`config.mk`:
```
export PLATFORM = sky130hd
export DESIGN_NAME = lpdp_csr
export DESIGN_NICKNAME = d
export VERILOG_FILES = /design/src/rtl/core/lpdp_pkg.sv /design/src/rtl/core/lpdp_csr.sv
export SDC_FILE = /design/constraint.sdc
export NUM_CORES = 1
export LEC_CHECK = 0
export BUFFER_PORTS_ARGS = -buffer_cell sky130_fd_sc_hd__buf_2
export CORE_MARGIN = 1
export CORE_UTILIZATION = 40
export CTS_CLUSTER_SIZE = 24
export DETAILED_ROUTE_END_ITERATION = 12
export GPL_ROUTABILITY_DRIVEN = 0
export GPL_TIMING_DRIVEN = 0
export PLACE_DENSITY = 0.65
export SYNTH_ARGS = -nofsm -noshare
export SYNTH_HDL_FRONTEND = slang
export SYNTH_SLANG_ARGS = --single-unit
export TNS_END_PERCENT = 30
```
`constraint.sdc`:
```
create_clock -name clock -period 2.41 [get_ports clock]
set_input_delay 0 -clock clock [delete_from_list [all_inputs] [get_ports clock]]
set_output_delay 0 -clock clock [all_outputs]
set_load 0.1 [all_outputs]
```
`src/rtl/core/lpdp_pkg.sv`:
```
// Package for the lidar point depth projection block.
// Widths, pipeline depths, register indexes and the configuration struct.
// No dependencies.
`default_nettype none
package lpdp_pkg;

   // image and point geometry
   localparam int MAX_IMAGE_DIM = 4096;
   localparam int Q_W     = $clog2(MAX_IMAGE_DIM);   // pixel index bits
   localparam int DIM_W   = Q_W + 1;                 // image size bits
   localparam int COORD_W = 19;
   localparam int COEF_W  = 32;
   localparam int CSR_W   = 64;
   localparam int CSR_N   = 8;
   localparam int ADDR_W  = $clog2(CSR_N) + 3;

   // projection datapath widths
   localparam int PROD_W = COEF_W + COORD_W;   // one coefficient times a coordinate
   localparam int ACC_W  = PROD_W + 2;         // row sum of three products and offset
   localparam int NUM_W  = ACC_W + 3;          // 2*a + a2, signed
   localparam int CMP_W  = NUM_W + Q_W;        // divisor shifted left by up to Q_W bits

   // range datapath widths
   localparam int SQ_W   = 2 * COORD_W - 1;    // one square, unsigned
   localparam int SUM_W  = SQ_W + 1;           // sum of three squares
   localparam int ROOT_W = COORD_W;

   // pipeline depths
   localparam int PIPE_LAT  = ROOT_W + 2;
   localparam int PROJ_CORE = Q_W + 6;
   localparam int PROJ_PAD  = PIPE_LAT - PROJ_CORE;

   // register indexes
   localparam logic [2:0] REG_COEF_R0_A = 3'd0;
   localparam logic [2:0] REG_COEF_R0_B = 3'd1;
   localparam logic [2:0] REG_COEF_R1_A = 3'd2;
   localparam logic [2:0] REG_COEF_R1_B = 3'd3;
   localparam logic [2:0] REG_COEF_R2_A = 3'd4;
   localparam logic [2:0] REG_COEF_R2_B = 3'd5;
   localparam logic [2:0] REG_IMG_WIDTH = 3'd6;
   localparam logic [2:0] REG_IMG_HEIGHT = 3'd7;

   localparam logic [DIM_W-1:0] WIDTH_RST  = DIM_W'(640);
   localparam logic [DIM_W-1:0] HEIGHT_RST = DIM_W'(480);

   typedef struct packed {
      logic [5:0][CSR_W-1:0] coef;
      logic [DIM_W-1:0]      width;
      logic [DIM_W-1:0]      height;
   } cfg_type;

   typedef struct packed {
      logic [Q_W-1:0] col;
      logic [Q_W-1:0] row;
      logic           wr_valid;
   } pix_type;

endpackage
`default_nettype wire

```
`src/rtl/core/lpdp_csr.sv`:
```
// APB register file: projection coefficients and image size.
// Depends on lpdp_pkg.
`default_nettype none
module lpdp_csr import lpdp_pkg::*; (
   input  wire logic              clock,
   input  wire logic              reset,
   input  wire logic              psel,
   input  wire logic              penable,
   input  wire logic              pwrite,
   input  wire logic [ADDR_W-1:0] paddr,
   input  wire logic [CSR_W-1:0]  pwdata,
   output logic [CSR_W-1:0]       prdata,
   output logic                   pready,
   output cfg_type                cfg
);
   cfg_type    cfg_ff, cfg_in;
   logic [2:0] idx;

   assign idx    = paddr[ADDR_W-1:3];
   assign pready = 1'b1;
   assign cfg    = cfg_ff;

   // write decode
   always_comb begin
      cfg_in = cfg_ff;
      if (psel && penable && pwrite) begin
         case (idx)
            REG_COEF_R0_A: cfg_in.coef[0] = pwdata;
            REG_COEF_R0_B: cfg_in.coef[1] = pwdata;
            REG_COEF_R1_A: cfg_in.coef[2] = pwdata;
            REG_COEF_R1_B: cfg_in.coef[3] = pwdata;
            REG_COEF_R2_A: cfg_in.coef[4] = pwdata;
            REG_COEF_R2_B: cfg_in.coef[5] = pwdata;
            REG_IMG_WIDTH: cfg_in.width = pwdata[DIM_W-1:0];
            REG_IMG_HEIGHT: cfg_in.height = pwdata[DIM_W-1:0];
            default: cfg_in = cfg_ff;
         endcase
      end
   end

   always_ff @(posedge clock) begin
      if (reset) begin
         cfg_ff.coef   <= '0;
         cfg_ff.width  <= WIDTH_RST;
         cfg_ff.height <= HEIGHT_RST;
      end else begin
         cfg_ff <= cfg_in;
      end
   end

   // read mux
   always_comb begin
      case (idx)
         REG_COEF_R0_A: prdata = cfg_ff.coef[0];
         REG_COEF_R0_B: prdata = cfg_ff.coef[1];
         REG_COEF_R1_A: prdata = cfg_ff.coef[2];
         REG_COEF_R1_B: prdata = cfg_ff.coef[3];
         REG_COEF_R2_A: prdata = cfg_ff.coef[4];
         REG_COEF_R2_B: prdata = cfg_ff.coef[5];
         REG_IMG_WIDTH: prdata = CSR_W'(cfg_ff.width);
         REG_IMG_HEIGHT: prdata = CSR_W'(cfg_ff.height);
         default: prdata = '0;
      endcase
   end
endmodule
`default_nettype wire

```
==> flow_metrics.env <==
export IMPL_largest_reg_flops=410
export IMPL_critPathMaxStageDelay_ps=460
export IMPL_routed_wl_mm=91.4
export IMPL_drc=0
export IMPL_slew_viol_final=0
export IMPL_worst_slack_ps=-26.5
export IMPL_synth_edf_count=0
export IMPL_ios=550
export IMPL_crit_type="in2out"
export IMPL_die_x_um=211
export IMPL_syn_area_sq_um=17500
export IMPL_first_iter_violations=2678
export IMPL_antenna_found_initial=2
export IMPL_vias_per_cell=5.78
export IMPL_skew_ps=0
export IMPL_fin_area_sq_um=23100
export IMPL_area_growth_pct=31.7
export IMPL_path_buf_inv=6
export IMPL_vdd_drop_max_uv=475
export IMPL_num_rows=76
export IMPL_rsz0062_at_grt="yes"
export IMPL_vias=20606
export IMPL_num_fill_cells=4195
export IMPL_ys_warn_count=0
export IMPL_yosysTopAreaCell="dfxtp_1"
export IMPL_grt_pass1_vias=18790
export IMPL_outcome="finished, violations left"
export IMPL_die_area_sq_um=44700
export IMPL_grt_pass1_wl_mm=128
export IMPL_drtAntennaViolNets=0
export IMPL_dpl_cell_area_sq_um=21000
export IMPL_cts_tree="done"
export IMPL_powerDensity_nw_per_um2=685
export IMPL_tightest_slew_ps=1380
export IMPL_violations="negative setup slack"
export IMPL_cts_buffers=44
export IMPL_hold_path_class="in2reg"
export IMPL_crit_slowest_cell="buf_2"
export IMPL_wl_per_cell_um=25.6
export IMPL_clockRootBuffer="clkbuf_16"
export IMPL_synthMostInstantiatedCell="nand2_1"
export IMPL_async_flop_share_pct=0
export IMPL_final_setup_viol_count=5
export IMPL_cp_arrival_ps=2440
export IMPL_period_needed_ps=2440
export IMPL_clk_pin_slew_ps=60
export IMPL_synthFlopType="dfxtp_1"
export IMPL_synthDistinctLibCells=43
export IMPL_end_kind="output pin"
export IMPL_max_freq_mhz=410
export IMPL_cp_data_required_time_ps=2410
export IMPL_clk_latency_ps=560
export IMPL_grt_max_degree=14
export IMPL_h_tree_depth=2
export IMPL_cp_max_fo=10
export IMPL_synthTopCellsByCount="824 x nand2_1, 435 x a21oi_1, 410 x dfxtp_1, 104 x clkbuf_1, 91 x nor2_1"
export IMPL_finalCritPeriodShare_pct=101
export IMPL_track_usage_pct=39.3
export IMPL_yosysTopAreaCellShare_pct=46.8
export IMPL_instances_no_fill=3566
export IMPL_port_buffers=531
export IMPL_nNetsFinal=3020
export IMPL_synth_seq_cells=410
export IMPL_dp_hpwl_mm=65.0
export IMPL_cts_path_max_buffers=3
export IMPL_dr_pass1_iters=6
export IMPL_avgSynthCellArea_sq_um=7.62
export IMPL_drive_above_1_share_pct=25.5
export IMPL_initial_utilization_pct=40.6
export IMPL_cts_sinks=410
export IMPL_ys_seq_area_share_pct=46.8
export IMPL_overflow=0
export IMPL_fp_dieH_um=211
export IMPL_cap_violations=0
export IMPL_total_leakage_power_nw=9.74
export IMPL_cpLargestDelayFamily="buffers and inverters"
export IMPL_start_kind="input pin"
export IMPL_synthCells=2304
export IMPL_synthTopCellsByArea="dfxtp_1 47%, nand2_1 18%, a21oi_1 12%, a22o_1 2.3%, clkbuf_1 2.2%"
export IMPL_hold_viol=0
export IMPL_slew_headroom_pct=8.10
export IMPL_synthesis_nets=2379
export IMPL_placed_cells=3420
export IMPL_core_area_sq_um=43200
export IMPL_crit_chain="buf_2 -> buf_4 -> buf_4 -> buf_4 -> buf_2 -> a22oi_1 -> a21oi_2 -> buf_2"
[kinds of logic after synthesis]
kind of cell | after synthesis | share of synthesized area (%)
muxes | 60 | 3.65
other | 1 | 0.0214
DFF | 410 | 46.8
buffers and inverters | 220 | 5.95
AOI/OAI and AO/OA | 640 | 21.5
and+or+nand+nor | 973 | 22.1
[power by group]
part | internal, W | switching (W) | leakage, nW
clock network | 0.00393 | 0.00290 | 0.705
registers | 0.00683 | 0.0000495 | 3.31
logic | 0.000411 | 0.00172 | 5.73
total | 0.0112 | 0.00466 | 9.74
[routing by layer]
metal	vias to the layer above	share of wire (%)	global-route usage [%]
met5	-	0	0
met4	0	6.0	22.0
li1	9020	-	-
met3	328	12	10.3
met2	1487	45	62.3
met1	9771	38	48.5
[stage by stage]
| stage | setup slack [ps] | hold WS, ps | TNS (ps) | total power [W] | utilization, % |
|---|---|---|---|---|---|
| 2_1_floorplan | -400 | 136 | -13520 | 0.00835 | - |
| 3_3_place_gp | -385 | 297 | -6270 | 0.00900 | 48.7 |
| 3_5_place_dp | -402 | 305 | -6570 | 0.00901 | 48.7 |
| 4_1_cts | 12.0 | 10.4 | 0 | 0.0158 | 53.5 |
| 5_1_grt | -9.78 | 49.1 | -11.4 | 0.0162 | 53.5 |
| 6_report | -26.5 | 40.4 | -68.9 | 0.0158 | 53.5 |
[layout make-up]
type                            instances  area (sq um)  area share, %
Antenna cell                            2          5.00         0.0217
Buffer                                205          1010           4.36
Clock buffer                           65          1290           5.59
Clock inverter                         15           138          0.595
Inverter                               15          56.3          0.244
Multi-Input combinational cell       1674          8370           36.2
Sequential cell                       410          8210           35.5
Tap cell                              585           732           3.17
Timing Repair Buffer                  595          3310           14.3
[final timing paths]
check	from	to	slack, ps	depth (start not counted)
worst max-delay path	paddr[3]	prdata[43]	-30	8
worst min-delay path	paddr[5]	cfg[154]	40	5
worst max register to register	cfg[148]	cfg[148]	1620	2
worst min register to register	cfg[129]	cfg[129]	460	2
[layout by cell type, fill, tap and decap left out, drive strengths merged, types with 2 or more instances in the layout]
master	count
a21oi	435
nand3b	6
a211oi	2
dfxtp	410
o2bb2ai	12
inv	16
mux2i	37
nor3	2
buf	627
o221ai	9
nand3	3
a21o	11
nor2	96
nor2b	2
mux2	22
clkinvlp	2
clkbuf	174
a222oi	21
o22a	2
o21ai	39
o22ai	10
nand2	824
diode	2
bufinv	2
or3	2
nand2b	30
dlygate4sd3	64
or2	5
o21a	9
clkinv	10
a221oi	25
a22o	46
a22oi	18
[worst min-delay path, stage by stage]
cell and delay (ps):
buf_2 90, buf_4 170, nor3_4 140, nand2_1 100, a21oi_1 50
[repair_timing]
item / in CTS / in global routing
resized for setup: 11 / 10
endpoints found under the setup margin: 45 / 18
cloned: 0 / 0
hold buffers: 64 / 0
setup buffers: 0 / 0
hold endpoints to repair: 410 / 0
No activity file was read; power rests on OpenSTA's default activity.
