$ cat config.mk
export PLATFORM = sky130hd
export DESIGN_NAME = lpdp_sqrt
export DESIGN_NICKNAME = d
export VERILOG_FILES = /design/src/rtl/core/lpdp_pkg.sv /design/src/rtl/core/lpdp_sqrt.sv
export SDC_FILE = /design/constraint.sdc
export NUM_CORES = 2
export LEC_CHECK = 0
export BUFFER_PORTS_ARGS = -buffer_cell sky130_fd_sc_hd__buf_2
export CAP_MARGIN = 5
export CORE_ASPECT_RATIO = 0.75
export CORE_UTILIZATION = 53
export DETAILED_ROUTE_END_ITERATION = 6
export HOLD_SLACK_MARGIN = 0.15
export PLACE_DENSITY_LB_ADDON = 0.1
export SYNTH_ARGS = -nofsm -noshare
export SYNTH_HDL_FRONTEND = slang
export SYNTH_SLANG_ARGS = --single-unit
$ cat constraint.sdc
create_clock -name clock -period 9.7 [get_ports clock]
set_input_delay 1.94 -clock clock [delete_from_list [all_inputs] [get_ports clock]]
set_output_delay 1.94 -clock clock [all_outputs]
set_load 0.05 [all_outputs]
$ cat src/rtl/core/lpdp_pkg.sv
// Package for the lidar point depth projection block.
// Widths, pipeline depths, register indexes and the configuration struct.
// No dependencies.
`default_nettype none
package lpdp_pkg;

   // image and point geometry
   localparam int MAX_IMAGE_DIM = 4096;
   localparam int Q_W     = $clog2(MAX_IMAGE_DIM);   // pixel index bits
   localparam int DIM_W   = Q_W + 1;                 // image size bits
   localparam int COORD_W = 19;
   localparam int COEF_W  = 32;
   localparam int CSR_W   = 64;
   localparam int CSR_N   = 8;
   localparam int ADDR_W  = $clog2(CSR_N) + 3;

   // projection datapath widths
   localparam int PROD_W = COEF_W + COORD_W;   // one coefficient times a coordinate
   localparam int ACC_W  = PROD_W + 2;         // row sum of three products and offset
   localparam int NUM_W  = ACC_W + 3;          // 2*a + a2, signed
   localparam int CMP_W  = NUM_W + Q_W;        // divisor shifted left by up to Q_W bits

   // range datapath widths
   localparam int SQ_W   = 2 * COORD_W - 1;    // one square, unsigned
   localparam int SUM_W  = SQ_W + 1;           // sum of three squares
   localparam int ROOT_W = COORD_W;

   // pipeline depths
   localparam int PIPE_LAT  = ROOT_W + 2;
   localparam int PROJ_CORE = Q_W + 6;
   localparam int PROJ_PAD  = PIPE_LAT - PROJ_CORE;

   // register indexes
   localparam logic [2:0] REG_COEF_R0_A = 3'd0;
   localparam logic [2:0] REG_COEF_R0_B = 3'd1;
   localparam logic [2:0] REG_COEF_R1_A = 3'd2;
   localparam logic [2:0] REG_COEF_R1_B = 3'd3;
   localparam logic [2:0] REG_COEF_R2_A = 3'd4;
   localparam logic [2:0] REG_COEF_R2_B = 3'd5;
   localparam logic [2:0] REG_IMG_WIDTH = 3'd6;
   localparam logic [2:0] REG_IMG_HEIGHT = 3'd7;

   localparam logic [DIM_W-1:0] WIDTH_RST  = DIM_W'(640);
   localparam logic [DIM_W-1:0] HEIGHT_RST = DIM_W'(480);

   typedef struct packed {
      logic [5:0][CSR_W-1:0] coef;
      logic [DIM_W-1:0]      width;
      logic [DIM_W-1:0]      height;
   } cfg_type;

   typedef struct packed {
      logic [Q_W-1:0] col;
      logic [Q_W-1:0] row;
      logic           wr_valid;
   } pix_type;

endpackage
`default_nettype wire

$ cat src/rtl/core/lpdp_sqrt.sv
// Pipelined range unit: sum of squares, then one root bit per stage.
// Depends on lpdp_pkg. Advances only on enable.
`default_nettype none
module lpdp_sqrt import lpdp_pkg::*; (
   input  wire logic                      clock,
   input  wire logic                      en,
   input  wire logic signed [COORD_W-1:0] point_x,
   input  wire logic signed [COORD_W-1:0] point_y,
   input  wire logic signed [COORD_W-1:0] point_z,
   output logic [ROOT_W-1:0]              range_mm
);
   logic [SQ_W-1:0]  sq_ff [3];
   logic [SUM_W-1:0] rem_ff [ROOT_W+1];
   logic [SUM_W-1:0] res_ff [ROOT_W+1];
   logic [SUM_W-1:0] rem_in [ROOT_W+1];
   logic [SUM_W-1:0] res_in [ROOT_W+1];
   logic signed [2*COORD_W-1:0] px, py, pz;

   assign px = point_x * point_x;
   assign py = point_y * point_y;
   assign pz = point_z * point_z;

   // one digit-by-digit step per stage
   always_comb begin
      logic [SUM_W:0] trial;
      logic [SUM_W-1:0] bitv;
      rem_in[0] = SUM_W'(sq_ff[0]) + SUM_W'(sq_ff[1]) + SUM_W'(sq_ff[2]);
      res_in[0] = '0;
      for (int k = 1; k <= ROOT_W; k++) begin
         bitv  = SUM_W'(1) << (2 * (ROOT_W - k));
         trial = {1'b0, res_ff[k-1]} + {1'b0, bitv};
         if ({1'b0, rem_ff[k-1]} >= trial) begin
            rem_in[k] = rem_ff[k-1] - trial[SUM_W-1:0];
            res_in[k] = (res_ff[k-1] >> 1) + bitv;
         end else begin
            rem_in[k] = rem_ff[k-1];
            res_in[k] = res_ff[k-1] >> 1;
         end
      end
   end

   always_ff @(posedge clock) begin
      if (en) begin
         sq_ff[0] <= px[SQ_W-1:0];
         sq_ff[1] <= py[SQ_W-1:0];
         sq_ff[2] <= pz[SQ_W-1:0];
         for (int k = 0; k <= ROOT_W; k++) begin
            rem_ff[k] <= rem_in[k];
            res_ff[k] <= res_in[k];
         end
      end
   end

   assign range_mm = res_ff[ROOT_W][ROOT_W-1:0];
endmodule
`default_nettype wire

==> flow_metrics.env <==
export IMPL_yosysTopAreaCellShare_pct=36.7
export IMPL_seqCellArea_mm2=0.0306
export IMPL_synth_seq_cells=1020
export IMPL_grt_ovfl_total=0
export IMPL_worst_pin_slew_ns=1.11
export IMPL_avgViaCountPerCell=5.39
export IMPL_startpoint="point_x[16]"
export IMPL_r2r_end="rem_ff[6][36]$_DFFE_PP_"
export IMPL_cp_data_required_time_ns=10.13
export IMPL_fin_worst_skew_ns=0.0520
export IMPL_clk_latency_ns=0.72
export IMPL_fin_nets=9136
export IMPL_cts_made_buffers=102
export IMPL_syn_inst=7383
export IMPL_setup_ws_ns=1.06
export IMPL_die_h_um=346
export IMPL_synthArstFlopShare_pct=0
export IMPL_syn_area_mm2=0.0834
export IMPL_final_antenna_net_count=0
export IMPL_grtUsageTotal_pct=23.1
export IMPL_tns_ns=0
export IMPL_grt_start_max_net_pins=161
export IMPL_synth_edf_count=1020
export IMPL_hold_viol=0
export IMPL_rr_startpoint="res_ff[5][54]$_DFFE_PP_"
export IMPL_die_width_um=460
export IMPL_hold_depth=0
export IMPL_min_period_over_period_pct=89.1
export IMPL_critical_path_class="input port to register"
export IMPL_max_cap_violations=0
export IMPL_grt_pass1_wl_um=290000
export IMPL_maxSlewHeadroom_pct=24.9
export IMPL_wl_per_cell_um=18.6
export IMPL_vias=51900
export IMPL_ys_seq_area_share_pct=36.7
export IMPL_port_buffers=77
export IMPL_synth_largest_area_cell="edfxtp_1"
export IMPL_fmax_ghz=0.116
export IMPL_antenna_found_initial=3
export IMPL_cts_hold_buffers=0
export IMPL_worst_hold_path_type="register to register"
export IMPL_critPathLaunchType="input port"
export IMPL_start_util_pct=53.6
export IMPL_yosys_most_used_dff="edfxtp_1"
export IMPL_reg2reg_depth=12
export IMPL_ctsResizeCount=0
export IMPL_postCtsSetupBuffers=0
export IMPL_grt_pass1_vias=53500
export IMPL_dieArea_mm2=0.159
export IMPL_min_period_ns=8.64
export IMPL_fp_coreArea_mm2=0.156
export IMPL_r2r_slack_ns=5.32
export IMPL_rows=125
export IMPL_ys_warn_count=0
export IMPL_fill_cells=13100
export IMPL_pin_count=78
export IMPL_wl_um=179000
export IMPL_rsz0062_at_grt="no"
export IMPL_endpoint="sq_ff[0][36]$_DFFE_PP_"
export IMPL_cts_tree="built"
export IMPL_cp_max_fo=16
export IMPL_clkTransAtPathRegs_ns=0.07
export IMPL_dp_hpwl_um=143000
export IMPL_pre_cts_ws_ns=0.396
export IMPL_drive_gt1_share_pct=4.79
export IMPL_clock_sinks=1020
export IMPL_h_tree_depth=3
export IMPL_drc=0
export IMPL_avgSynthCellArea_um2=11.3
export IMPL_placed_cell_area_mm2=0.0862
export IMPL_drt_iter0_drc=3703
export IMPL_final_area_mm2=0.0896
export IMPL_multi_input_area_mm2=0.0467
export IMPL_drv_slew=0
export IMPL_yosysUniqueCellTypes=78
export IMPL_areaGrowthSynthToFinish_pct=7.34
export IMPL_cp_arrival_ns=9.07
export IMPL_dr_pass1_iters=6
export IMPL_crit_path_end_kind="register"
export IMPL_clock_root_buffer="clkbuf_16"
export IMPL_gp_congestion=0.877
export IMPL_yosys_top_cells_area="edfxtp_1, fa_1, ha_1, inv_1, xnor2_1"
export IMPL_finalSetupViolCount=0
export IMPL_status="finished, final reports clean"
export IMPL_clockBufferDepth=3
==> area by class of cell <==
class / count / share of cell area [%]
antenna: 2 / 0.00559
clock buffer: 122 / 2.98
clock inverter: 64 / 0.743
inverter: 1453 / 6.09
multi-input combinational: 4749 / 52.2
sequential: 1020 / 34.2
tap: 2095 / 2.93
timing repair buffer: 125 / 0.900
==> how the worst min path moves through the flow <==
stage                            startpoint                      end  slack, ns
floorplan            rem_ff[0][0]$_DFFE_PP_  rem_ff[0][38]$_DFFE_PP_       0.40
global placement    rem_ff[0][35]$_DFFE_PP_  rem_ff[0][73]$_DFFE_PP_       0.40
detailed placement  rem_ff[0][20]$_DFFE_PP_  rem_ff[0][58]$_DFFE_PP_       0.40
CTS                  rem_ff[0][2]$_DFFE_PP_  rem_ff[0][40]$_DFFE_PP_       0.37
global route         rem_ff[0][2]$_DFFE_PP_  rem_ff[0][40]$_DFFE_PP_       0.39
finish               rem_ff[0][2]$_DFFE_PP_  rem_ff[0][40]$_DFFE_PP_       0.38
==> state kept, by name (all words and copies together) (netlist names) <==
signal  count
rem_ff    722
res_ff    190
sq_ff     108
==> worst max-delay path, cell delays in order <==
cell	delay, ns
buf_2	0.34
inv_1	0.37
nor2_1	0.48
ha_1	0.34
a31o_2	0.28
fa_1	0.48
inv_1	0.05
fa_1	0.49
inv_1	0.05
fa_1	0.51
fa_1	0.44
fa_1	0.49
ha_1	0.31
ha_1	0.35
and2_1	0.24
and4_1	0.24
o2111ai_1	0.11
o211ai_1	0.28
a221o_1	0.42
a41oi_1	0.38
o21ai_0	0.18
a21oi_1	0.20
xnor2_1	0.08
==> synthesized netlist by cell type, drive strengths merged, types with 9 or more instances <==
| library cell | count |
|---|---|
| inv | 1451 |
| edfxtp | 1020 |
| fa | 1012 |
| ha | 614 |
| nand2 | 595 |
| nor2 | 304 |
| xnor2 | 290 |
| a21oi | 234 |
| o21ai | 203 |
| xor2 | 168 |
| and2 | 164 |
| clkbuf | 136 |
| nor3 | 121 |
| a21o | 118 |
| nor4 | 101 |
| nor2b | 74 |
| o21a | 68 |
| nand3 | 65 |
| nand2b | 57 |
| nand4 | 52 |
| o31ai | 45 |
| or3 | 42 |
| and3 | 34 |
| o21bai | 34 |
| a211oi | 33 |
| buf | 27 |
| or4 | 27 |
| or2 | 26 |
| mux2 | 25 |
| a31oi | 24 |
| nor4b | 23 |
| o211ai | 21 |
| a31o | 20 |
| a21boi | 17 |
| a211o | 13 |
| nand3b | 11 |
| mux2i | 9 |
| nand4b | 9 |
==> layout by cell type, fill, tap and decap left out, types with 26 or more instances in the layout <==
master / synthesis / routed
inv_1: 1450 / 1450
edfxtp_1: 1020 / 1020
fa_1: 1012 / 1012
ha_1: 614 / 614
nand2_1: 595 / 595
nor2_1: 304 / 304
xnor2_1: 290 / 290
a21oi_1: 234 / 234
o21ai_0: 202 / 202
xor2_1: 168 / 168
and2_1: 163 / 163
nor3_1: 120 / 119
a21o_1: 118 / 118
clkbuf_16: 0 / 104
nor4_1: 100 / 99
buf_2: 5 / 76
nor2b_1: 74 / 74
o21a_1: 68 / 68
nand3_1: 65 / 65
nand2b_1: 57 / 57
nand4_1: 52 / 52
o31ai_1: 45 / 44
buf_4: 19 / 44
or3_1: 40 / 40
and3_1: 34 / 34
o21bai_1: 34 / 34
a211oi_1: 33 / 32
or2_2: 26 / 26
==> stage by stage <==
stage	hold WS, ns	instances	util [%]
6_report	0.382	9630	57.6
3_5_place_dp	0.405	9442	55.4
4_1_cts	0.374	9628	57.5
2_1_floorplan	0.400	7385	-
3_3_place_gp	0.401	9442	55.4
5_1_grt	0.385	9629	57.6
==> layer usage <==
layer / part of all wire (%) / up-vias / routed length (um) / track usage (%)
met1: 48 / 26000 / 85700 / 34.7
met4: 1.6 / 0 / 2800 / 4.22
li1: - / 24500 / - / -
met5: 0 / - / 0 / 0
met3: 4.7 / 164 / 8400 / 2.54
met2: 46 / 1130 / 82500 / 36.6
==> kinds of logic after synthesis <==
| family | share of synthesized area, % |
|---|---|
| and+or+nand+nor | 10.2 |
| adders and majority gates | 33.5 |
| buffers and inverters | 7.37 |
| DFF | 36.7 |
| AOI/OAI and AO/OA | 6.95 |
| xor gates and xnor gates | 4.81 |
| muxes | 0.445 |
| other | 0.00449 |
Power is not shown: default switching activity piles up to over one toggle a cycle in this logic, so the estimate is an artifact.
